**src/rtl/core/brnm_pkg.sv**
```systemverilog
// Package for the banked ROM / nibble RAM mapper: beat types, codes, sizes.
// No dependencies; used by every module of the block except brnm_ram.
`timescale 1ns / 1ps

package brnm_pkg;

  localparam int RamDepth    = 512;
  localparam int RamAw       = $clog2(RamDepth);
  localparam int NibW        = 4;
  localparam int BankW       = 4;
  localparam int BankOffW    = 14;
  localparam int RomAw       = BankW + BankOffW;
  localparam int CountW      = 5;
  localparam int QueueDepth  = 2;
  localparam int QPtrW       = (QueueDepth > 1) ? $clog2(QueueDepth) : 1;
  localparam int QCntW       = $clog2(QueueDepth + 1);

  localparam logic [CountW-1:0] BankCountReset = CountW'(16);
  localparam logic [BankW-1:0]  BankReset      = BankW'(1);
  localparam logic [NibW-1:0]   EnableKey      = 4'hA;

  localparam logic OpRead  = 1'b0;
  localparam logic OpWrite = 1'b1;

  localparam logic [1:0] KindRom   = 2'd0;
  localparam logic [1:0] KindRam   = 2'd1;
  localparam logic [1:0] KindWrite = 2'd2;

  typedef enum logic [1:0] {
    RAM_NONE,
    RAM_READ,
    RAM_OFF,
    RAM_WRITE
  } ram_op_e;

  typedef struct packed {
    logic        op;
    logic [15:0] address;
    logic [7:0]  write_data;
  } in_beat_t;

  typedef struct packed {
    logic [1:0]       result_kind;
    logic [RomAw-1:0] rom_address;
    logic [7:0]       read_data;
  } out_beat_t;

  typedef struct packed {
    logic [1:0]       kind;
    logic [RomAw-1:0] rom_address;
    ram_op_e          ram_op;
    logic [RamAw-1:0] ram_index;
    logic [NibW-1:0]  nibble;
  } cmd_t;

endpackage

```
**src/rtl/core/brnm_ram.sv**
```systemverilog
// Generic single-port-write, single-port-read RAM with registered read data.
// No dependencies.
`timescale 1ns / 1ps

module brnm_ram #(
  parameter int Width = 8,
  parameter int Depth = 16
) (
  input  logic                     clk_i,
  input  logic                     we_i,
  input  logic [$clog2(Depth)-1:0] waddr_i,
  input  logic [Width-1:0]         wdata_i,
  input  logic                     re_i,
  input  logic [$clog2(Depth)-1:0] raddr_i,
  output logic [Width-1:0]         rdata_o
);

  logic [Width-1:0] mem_q [Depth];
  logic [Width-1:0] rdata_q;

  always_ff @(posedge clk_i) begin
    if (we_i) begin
      mem_q[waddr_i] <= wdata_i;
    end
    if (re_i) begin
      rdata_q <= mem_q[raddr_i];
    end
  end

  assign rdata_o = rdata_q;

endmodule

```
**src/rtl/core/brnm_front.sv**
```systemverilog
// Front end: holds bank count, selected bank and RAM enable; decodes each bus
// access into a back-end command. Depends on brnm_pkg.
`timescale 1ns / 1ps

module brnm_front import brnm_pkg::*; (
  input  logic              clk_i,
  input  logic              rst_ni,
  input  logic              cfg_we_i,
  input  logic [CountW-1:0] cfg_wdata_i,
  input  logic              take_i,
  input  in_beat_t          beat_i,
  output cmd_t              cmd_o
);

  logic [CountW-1:0] bank_count_q, bank_count_d;
  logic [BankW-1:0]  bank_q, bank_d;
  logic              ram_en_q, ram_en_d;
  logic [CountW-1:0] count_m1;
  logic [BankW-1:0]  bank_mask;
  logic [BankW-1:0]  new_bank;
  logic              low_area;
  logic              ram_area;

  assign low_area  = (beat_i.address[15:14] == 2'b00);
  assign ram_area  = beat_i.address[15];
  assign count_m1  = bank_count_q - CountW'(1);
  assign bank_mask = count_m1[BankW-1:0];
  assign new_bank  = (beat_i.write_data[NibW-1:0] == '0) ? BankReset
                                                         : beat_i.write_data[BankW-1:0];

  always_comb begin
    cmd_o             = '0;
    cmd_o.ram_op      = RAM_NONE;
    cmd_o.ram_index   = beat_i.address[RamAw-1:0];
    cmd_o.nibble      = beat_i.write_data[NibW-1:0];
    bank_d            = bank_q;
    ram_en_d          = ram_en_q;
    bank_count_d      = cfg_we_i ? cfg_wdata_i : bank_count_q;
    if (beat_i.op == OpRead) begin
      if (ram_area) begin
        cmd_o.kind   = KindRam;
        cmd_o.ram_op = ram_en_q ? RAM_READ : RAM_OFF;
      end else begin
        cmd_o.kind        = KindRom;
        cmd_o.rom_address = {(low_area ? BankW'(0) : (bank_q & bank_mask)),
                             beat_i.address[BankOffW-1:0]};
      end
    end else begin
      cmd_o.kind = KindWrite;
      if (low_area && take_i) begin
        if (beat_i.address[8]) begin
          bank_d = new_bank;
        end else begin
          ram_en_d = (beat_i.write_data[NibW-1:0] == EnableKey);
        end
      end
      if (ram_area && ram_en_q) begin
        cmd_o.ram_op = RAM_WRITE;
      end
    end
  end

  always_ff @(posedge clk_i or negedge rst_ni) begin
    if (!rst_ni) begin
      bank_count_q <= BankCountReset;
      bank_q       <= BankReset;
      ram_en_q     <= 1'b0;
    end else begin
      bank_count_q <= bank_count_d;
      bank_q       <= bank_d;
      ram_en_q     <= ram_en_d;
    end
  end

  assert property (@(posedge clk_i) disable iff (!rst_ni)
    bank_q != '0)
    else $error("selected bank is zero");

endmodule

```
**src/rtl/core/brnm_queue.sv**
```systemverilog
// Short command queue between front and back end.
// Depends on brnm_pkg.
`timescale 1ns / 1ps

module brnm_queue import brnm_pkg::*; (
  input  logic clk_i,
  input  logic rst_ni,
  input  logic push_i,
  input  cmd_t cmd_i,
  output logic full_o,
  output logic valid_o,
  input  logic pop_i,
  output cmd_t cmd_o
);

  cmd_t             slot_q [QueueDepth];
  logic [QPtrW-1:0] wr_q, wr_d, rd_q, rd_d;
  logic [QCntW-1:0] cnt_q, cnt_d;
  logic             do_push, do_pop;

  function automatic logic [QPtrW-1:0] next_ptr(input logic [QPtrW-1:0] p);
    next_ptr = (p == QPtrW'(QueueDepth - 1)) ? '0 : p + QPtrW'(1);
  endfunction

  assign full_o  = (cnt_q == QCntW'(QueueDepth));
  assign valid_o = (cnt_q != '0);
  assign cmd_o   = slot_q[rd_q];
  assign do_push = push_i && !full_o;
  assign do_pop  = pop_i && valid_o;

  always_comb begin
    wr_d  = do_push ? next_ptr(wr_q) : wr_q;
    rd_d  = do_pop ? next_ptr(rd_q) : rd_q;
    cnt_d = cnt_q + QCntW'(do_push) - QCntW'(do_pop);
  end

  always_ff @(posedge clk_i) begin
    if (do_push) begin
      slot_q[wr_q] <= cmd_i;
    end
  end

  always_ff @(posedge clk_i or negedge rst_ni) begin
    if (!rst_ni) begin
      wr_q  <= '0;
      rd_q  <= '0;
      cnt_q <= '0;
    end else begin
      wr_q  <= wr_d;
      rd_q  <= rd_d;
      cnt_q <= cnt_d;
    end
  end

  assert property (@(posedge clk_i) disable iff (!rst_ni)
    cnt_q <= QCntW'(QueueDepth))
    else $error("queue count overflow");

  assert property (@(posedge clk_i) disable iff (!rst_ni)
    (cnt_q == '0) |-> (wr_q == rd_q))
    else $error("empty queue with pointers apart");

endmodule

```
**src/rtl/core/brnm_back.sv**
```systemverilog
// Back end: performs the nibble RAM access and holds the result beat.
// Depends on brnm_pkg and brnm_ram.
`timescale 1ns / 1ps

module brnm_back import brnm_pkg::*; (
  input  logic      clk_i,
  input  logic      rst_ni,
  input  logic      cmd_valid_i,
  input  cmd_t      cmd_i,
  output logic      pop_o,
  output logic      out_valid_o,
  input  logic      out_stall_i,
  output out_beat_t out_beat_o
);

  logic             valid_q, valid_d;
  logic [1:0]       kind_q;
  logic [RomAw-1:0] rom_q;
  ram_op_e          op_q;
  logic             advance;
  logic [NibW-1:0]  rdata;

  assign advance = !valid_q || !out_stall_i;
  assign pop_o   = cmd_valid_i && advance;
  assign valid_d = advance ? cmd_valid_i : valid_q;

  brnm_ram #(
    .Width (NibW),
    .Depth (RamDepth)
  ) u_ram (
    .clk_i   (clk_i),
    .we_i    (pop_o && (cmd_i.ram_op == RAM_WRITE)),
    .waddr_i (cmd_i.ram_index),
    .wdata_i (cmd_i.nibble),
    .re_i    (pop_o && (cmd_i.ram_op == RAM_READ)),
    .raddr_i (cmd_i.ram_index),
    .rdata_o (rdata)
  );

  always_ff @(posedge clk_i) begin
    if (pop_o) begin
      kind_q <= cmd_i.kind;
      rom_q  <= cmd_i.rom_address;
      op_q   <= cmd_i.ram_op;
    end
  end

  always_ff @(posedge clk_i or negedge rst_ni) begin
    if (!rst_ni) begin
      valid_q <= 1'b0;
    end else begin
      valid_q <= valid_d;
    end
  end

  always_comb begin
    out_beat_o.result_kind = kind_q;
    out_beat_o.rom_address = rom_q;
    case (op_q)
      RAM_READ: out_beat_o.read_data = {4'hF, rdata};
      RAM_OFF:  out_beat_o.read_data = 8'hFF;
      default:  out_beat_o.read_data = 8'h00;
    endcase
  end

  assign out_valid_o = valid_q;

  assert property (@(posedge clk_i) disable iff (!rst_ni)
    (valid_q && kind_q != KindRom) |-> (out_beat_o.rom_address == '0))
    else $error("rom address on a non-ROM beat");

  assert property (@(posedge clk_i) disable iff (!rst_ni)
    (valid_q && kind_q == KindRam) |-> (out_beat_o.read_data[7:4] == 4'hF))
    else $error("RAM read without upper bits set");

  assert property (@(posedge clk_i) disable iff (!rst_ni)
    (valid_q && out_stall_i) |=> valid_q)
    else $error("result dropped under stall");

endmodule

```
**src/rtl/core/banked_rom_nibble_ram_mapper_top.sv**
```systemverilog
// Top level of the banked ROM / nibble RAM mapper.
// Depends on brnm_pkg, brnm_front, brnm_queue, brnm_back, brnm_ram.
//
//   channel | handshake                 | beat
//   --------+---------------------------+-------------------------------
//   in      | in_valid_i / in_stall_o   | in_beat_i  (op, address, data)
//   out     | out_valid_o / out_stall_i | out_beat_o (kind, rom, data)
//   cfg     | cfg_we_i                  | cfg_wdata_i (bank count)
//
// One beat per cycle sustained while out_stall_i is low; each accepted beat is registered in the
// queue, then in the back-end result register. Each beat makes at most one nibble RAM access.
// Control writes take effect for the very next beat.
// A two-entry queue decouples input from output; in_stall_o rises when full.
// Reset clears bank count to 16, bank to 1, RAM enable off; RAM is not cleared.
`timescale 1ns / 1ps

module banked_rom_nibble_ram_mapper_top import brnm_pkg::*; (
  input  logic              clk_i,
  input  logic              rst_ni,
  input  logic              cfg_we_i,
  input  logic [CountW-1:0] cfg_wdata_i,
  input  logic              in_valid_i,
  output logic              in_stall_o,
  input  in_beat_t          in_beat_i,
  output logic              out_valid_o,
  input  logic              out_stall_i,
  output out_beat_t         out_beat_o
);

  cmd_t front_cmd;
  cmd_t queue_cmd;
  logic take;
  logic q_full;
  logic q_valid;
  logic q_pop;

  assign in_stall_o = q_full;
  assign take       = in_valid_i && !q_full;

  brnm_front u_front (
    .clk_i       (clk_i),
    .rst_ni      (rst_ni),
    .cfg_we_i    (cfg_we_i),
    .cfg_wdata_i (cfg_wdata_i),
    .take_i      (take),
    .beat_i      (in_beat_i),
    .cmd_o       (front_cmd)
  );

  brnm_queue u_queue (
    .clk_i   (clk_i),
    .rst_ni  (rst_ni),
    .push_i  (take),
    .cmd_i   (front_cmd),
    .full_o  (q_full),
    .valid_o (q_valid),
    .pop_i   (q_pop),
    .cmd_o   (queue_cmd)
  );

  brnm_back u_back (
    .clk_i       (clk_i),
    .rst_ni      (rst_ni),
    .cmd_valid_i (q_valid),
    .cmd_i       (queue_cmd),
    .pop_o       (q_pop),
    .out_valid_o (out_valid_o),
    .out_stall_i (out_stall_i),
    .out_beat_o  (out_beat_o)
  );

endmodule

```
**config.mk**
```make
export PLATFORM = sky130hd
export DESIGN_NAME = banked_rom_nibble_ram_mapper_top
export DESIGN_NICKNAME = d
export VERILOG_FILES = /design/src/rtl/core/brnm_pkg.sv /design/src/rtl/core/brnm_ram.sv /design/src/rtl/core/brnm_front.sv /design/src/rtl/core/brnm_queue.sv /design/src/rtl/core/brnm_back.sv /design/src/rtl/core/banked_rom_nibble_ram_mapper_top.sv
export SDC_FILE = /design/constraint.sdc
export NUM_CORES = 2
export LEC_CHECK = 0
export BUFFER_PORTS_ARGS = -buffer_cell sky130_fd_sc_hd__buf_4
export CORE_ASPECT_RATIO = 1.4
export CORE_MARGIN = 4
export CORE_UTILIZATION = 55
export CTS_CLUSTER_SIZE = 8
export DETAILED_ROUTE_END_ITERATION = 10
export PLACE_DENSITY = 0.79
export SLEW_MARGIN = 20
export SYNTH_ARGS = -nofsm -noshare
export SYNTH_HDL_FRONTEND = slang
export SYNTH_HIERARCHICAL = 1
export SYNTH_SLANG_ARGS = --single-unit
```
**constraint.sdc**
```tcl
create_clock -name clk_i -period 6.6 [get_ports clk_i]
set_input_delay 0.33 -clock clk_i [delete_from_list [all_inputs] [get_ports clk_i]]
set_output_delay 0.33 -clock clk_i [all_outputs]
set_load 0.05 [all_outputs]
```
Word-level counts from Yosys, hierarchy flattened

Memory sizes are Yosys's and may differ from the RTL's. A register that Yosys moved wholly into a read port is not among the register bits.
Index checks and enable logic that the tools add are counted.

Logic and storage cells: 59
Memories: 2
Register bits after elaboration: 36
Output and inout port bits: 30
Bits in writable memories: 2118

Memories:

| name               | words | bits a word | read ports | clocked after Yosys merged registers in | wr ports | line             | text |
|---|---|---|---|---|---|---|---|
| u_back.u_ram.mem_q | 512   | 4           | 1          | 1                                       | 1        | brnm_ram.sv:18   | `logic [Width-1:0] mem_q [Depth];` |
| u_queue.slot_q     | 2     | 35          | 1          | 0                                       | 1        | brnm_queue.sv:16 | `cmd_t slot_q [QueueDepth];` |

Mux-type cells: 17
Eq/ne operators: 6
Reduce and logical (&&, ||, !) cells: 17
Bitwise gates (word level): 2
$add $sub $neg: 5

Operators with widths:

| operator            | number |
|---|---|
| $mux 18             | 2 |
| $pmux 8 s2          | 1 |
| $mux 2              | 5 |
| $logic_and 1x1->1   | 8 |
| $mux 4              | 2 |
| $mux 1              | 7 |
| $eq 2x2->1 const B  | 3 |
| $reduce_and 3->1    | 2 |
| $and 4x4->4         | 1 |
| $eq 2x1->1 const B  | 2 |
| $eq 4x4->1 const B  | 1 |
| $logic_not 4->1     | 1 |
| $sub 4x1->4 const B | 1 |
| $logic_not 1->1     | 3 |
| $add 1x1->1 const B | 2 |
| $add 2x1->2         | 1 |
| $logic_not 2->1     | 1 |
| $reduce_bool 2->1   | 1 |
| $sub 2x1->2         | 1 |
| $logic_or 1x1->1    | 1 |
| $not 1->1           | 1 |

Logic depth before layout (Yosys ltp)

Depth in word-level cells: 6
Depth in mapped cells: 15
Depth with buffers taken out: 9

By module

The synthesis kept the hierarchy.

By module, submodules not included:

| module                           | seq. area each (µm²) | area each (µm²) | times used | cells an instance |
|---|---|---|---|---|
| brnm_ram                         | 61619.1              | 81644.6         | 1          | 4403 |
| brnm_queue                       | 2202.1               | 2852.7          | 1          | 127 |
| brnm_back                        | 685.7                | 818.3           | 1          | 44 |
| brnm_front                       | 226.5                | 714.4           | 1          | 73 |
| banked_rom_nibble_ram_mapper_top | 0.0                  | 13.8            | 1          | 1 |

Worst setup path after synthesis

No wires, ideal clock.

Path kind: flip-flop to flip-flop
Start point: reg u_queue.rd_q
End point: mem u_back/u_ram/mem_q[0][0] (netlist name) (data pin)
Cell stages (with the launch flop): 4
Arrival time: 2697 ps
Setup time: 595 ps
Slack: 3309 ps
Data required time: 6005 ps
Cells stage by stage: dfrtp_1 > buf_6 > buf_6 > mux2_4

RTL lines:

| what                     | line             | text |
|---|---|---|
| start: declaration       | brnm_queue.sv:17 | `logic [QPtrW-1:0] wr_q, wr_d, rd_q, rd_d;` |
| start signal: assignment | brnm_queue.sv:50 | `rd_q <= rd_d;` |
| end: declaration         | brnm_ram.sv:18   |  |

==> summary.md <==
| Metric | Value |
|---|---|
| Pleak | `roughly 31 nW` |
| Cell Int Power | `approximately 30 mW` |
| Register bit total from synthesis | `approximately 2,200` |
| Fmax | `0.211 GHz` |
| CTS HTree Levels | `5` |
| Max cap viols | `0` |
| Syn avg cell area | `between 15 and 20 µm²` |
| Final slew viol count | `0` |
| Synthesized cell area | `approximately 86,000 µm²` |
| Clock slew at reported path FFs | `0.05 ns` |
| Synthesis Warnings | `6` |
| DPL Wire Length | `around 120,000 µm` |
| Die Y | `around 480 µm` |
| Status | `finished clean` |
| Largest cells by area after synthesis | `edfxtp_1 (75%), mux4_2 (8.4%), mux2i_1 (4.7%), nor2_1 (2.5%), o221ai_1 (1.7%)` |
| CTS resizes | `0` |
| Switch share | `0.308` |
| FILL cells | `around 10,000` |
| Buffers added on ports | `between 50 and 60` |
| Drt first pass iters | `9` |
| Cell area after placement | `a little under 90,000 µm²` |
| Flop pwr share | `0.404` |
| Clock Skews | `~0.047 ns` |
| Syn nets | `about 4,700` |
| Hold Path Depth | `2` |
| Crit start category | `flop` |
| Yosys top cell area share | `0.748` |
| Crit end category | `flop` |
| Ports | `between 60 and 70` |
| Final Setup Violations | `0` |
| Syn Inst Count | `4,648` |
| Chip Width | `approximately 340 µm` |
| Max VDD drop | `0.562 mV` |
| Minimum clock period | `around 4.7 ns` |
| RSZ-0062 raised after global routing | `no` |
| GRT Util Overall | `0.262` |
| Register area share after synthesis | `0.752` |
| Num rows | `approximately 170` |
| DR WL/cell | `around 31 µm` |
| Power density cells | `approximately 440 nW/µm²` |
| Placed Cells | `6,546` |
| Initial Utilization | `0.554` |
| Die area | `approximately 160,000 µm²` |
| Final Hold Vio Count | `0` |
| CTS Hold Buffers Added | `38` |
| Worst-Margin Slew | `about 1.2 ns` |
| Overflow after GRT | `0` |
| Antenna-violating nets left | `0` |
| Synth Flop Type | `edfxtp_1` |
| Root buf cell | `clkbuf_16` |
| Area Overhead vs Synth | `12.8%` |
| Drt drc | `0` |
| TritonCTS clock tree | `done` |
| Final GP Congestion | `approximately 0.92` |
| Slew Limit Headroom | `0.204` |
| Number of unique standard cell types used by synthesis | `just over 70` |
| Vias/cell | `roughly 6.7` |
| CP Class | `reg2reg` |
| Layout Cells excl Fill | `about 6,900` |
| Clock share of power | `0.326` |
| Logic pwr share | `0.271` |
| Crit share post-route | `0.718` |
| Min-delay worst type | `in2reg` |
| WP data required | `about 7.2 ns` |
| Total negative slack | `0 ns` |
| Crit Path Max Fanout | `87` |
| CP arrival | `~5.4 ns` |
| First DRT Iteration DRCs | `roughly 5,300` |
| Pin count of the biggest net entering global routing | `roughly 210` |
| Dominant cell type by area after synthesis | `edfxtp_1` |
| Number of global-route vias before repair | `roughly 49,000` |
| Bufs on Longest Clock Path | `4` |
| Ys async rst share | `0.00649` |
| First-pass GRT wire length | `314,000 µm` |
| Core area | `~160,000 µm²` |
| Nets | `a little under 5,000` |
| Share of cells above drive strength 1 | `0.182` |
| CTS sink count | `roughly 2,200` |
| Psw | `13.2 mW` |
| Antenna violations before repair | `2` |
| CTS buffer count | `319` |
| EDFF count, synth | `roughly 2,100` |
| Routed WL | `212,000 µm` |
| Setup bufs post-CTS | `0` |
| R2R depth | `9` |
| Design area | `approximately 97,000 µm²` |
| Vias | `roughly 46,000` |
| Clock Latency Late Sink | `0.92 ns` |
synthesized netlist by cell type, types with 5 or more instances:
cell type	n
mux2i_1	401
buf_1	43
a222oi_1	9
inv_1	9
clkbuf_1	143
ha_1	5
nor2_1	567
nand2_1	113
a21oi_1	91
edfxtp_1	2144
nor2b_1	9
a22oi_1	18
nor3_1	61
o21ai_0	47
mux2_2	11
and3_1	8
o22ai_1	80
and4_1	5
xnor2_1	5
nand4_1	10
a211oi_1	9
mux2_4	33
dfrtp_1	13
mux4_1	5
o221ai_1	169
o2bb2ai_1	8
nor4_1	25
buf_6	39
nand3_1	37
buf_2	33
nor3b_1	7
and2_1	19
a31oi_1	13
nand2b_1	10
mux4_2	322
buf_4	54
placed cells by master (no fill, tap or decap), types with 23 or more instances in the layout:
master,Yosys,final
buf_4,54,119
o21ai_0,47,47
nand2_1,113,101
nor4_1,25,25
nand3_1,37,33
nor3_1,61,61
o22ai_1,80,80
a21oi_1,91,91
mux2_4,33,26
nor2_1,567,565
clkbuf_1,143,23
o221ai_1,169,169
mux4_2,322,322
dlygate4sd3_1,0,38
edfxtp_1,2144,2144
clkbuf_16,0,326
mux2i_1,401,401
sequential cells by signal, summed over array words and instances (netlist names), 2 cells and up:
register and count:
u_back/rom_q 18, u_back/u_ram/rdata_o 4, u_back/op_q 2, u_queue/cnt_q 2, u_front/bank_q 4, u_queue/slot_q 70, u_back/u_ram/mem_q 2048, u_back/kind_q 2
u_front/bank_count_q 4
final cells by class:
class / count / area (µm²) / share of cell area
clock buffers: 349 / 8240 / 0.0849
clock inverters: 7 / 82.6 / 0.000851
multi-input cells: 2161 / 19600 / 0.202
diodes: 1 / 2.50 / 0.0000258
inverters: 10 / 41.3 / 0.000425
repair buffers: 181 / 1770 / 0.0182
flip-flops and latches: 2158 / 64700 / 0.667
well taps: 2076 / 2600 / 0.0268
critical path: stages (launching register included):
cell and delay [ns]:
dfrtp_2 0.52, mux2_8 0.74, nand2_8 0.60, buf_12 0.40
o221ai_1 0.30, nor3_1 0.10, nor3_1 0.62, and4_1 0.36
a31oi_1 0.14, a211oi_1 0.53
cell families after synthesis:
kind of cell	after synthesis	share of synthesized area
flip-flops	2158	0.752
AND/OR/NAND/NOR	902	0.0456
multiplexers	772	0.140
AO/OA/AOI/OAI	475	0.0394
buffers and inverters	329	0.0216
XOR/XNOR	7	0.000713
adder cells (fa/ha/maj)	5	0.000727
final timing paths:
| check | from | endpoint | slack, ns |
|---|---|---|---|
| min | in_beat_i[9] | u_queue/slot_q[1][5] | 0.17 |
| max | u_queue/rd_q | u_back/u_ram/rdata_o[2] | 1.86 |
| min in group asynchronous | rst_ni | u_front/bank_q[0] | 0.48 |
| max reg2reg | u_queue/rd_q | u_back/u_ram/rdata_o[2] | 1.86 |
| max in group asynchronous | rst_ni | u_queue/rd_q | 4.99 |
| min reg2reg | u_front/bank_q[0] | u_front/bank_q[0] | 0.51 |
power by group through the flow:
stage          sequential [mW]  clock (mW)  combinational (mW)
3_3_place_gp              17.4           0                10.9
2_1_floorplan             17.8           0                7.44
6_report                  17.2        13.9                11.5
5_1_grt                   17.2        14.7                12.0
4_1_cts                   17.2        14.0                11.3
3_5_place_dp              17.4           0                11.2
per-stage QoR:
step / hold slack, ns / utilization / total power, mW / setup WS (ns)
2_1_floorplan: 0.0344 / - / 25.2 / 3.31
3_5_place_dp: 0.197 / 0.569 / 28.6 / 2.06
3_3_place_gp: 0.199 / 0.569 / 28.3 / 2.09
5_1_grt: 0.142 / 0.625 / 43.9 / 1.80
4_1_cts: 0.122 / 0.625 / 42.6 / 1.94
6_report: 0.167 / 0.625 / 42.7 / 1.86
layer usage:
metal	routed length, µm	up-vias	share of wire	track usage
met4	15900	0	0.075	0.173
met1	67900	23500	0.32	0.296
met5	0	-	0	0
met2	109000	3068	0.51	0.448
li1	-	19000	-	-
met3	19400	795	0.092	0.0577
Note: power is estimated with default switching activity, not from simulation.
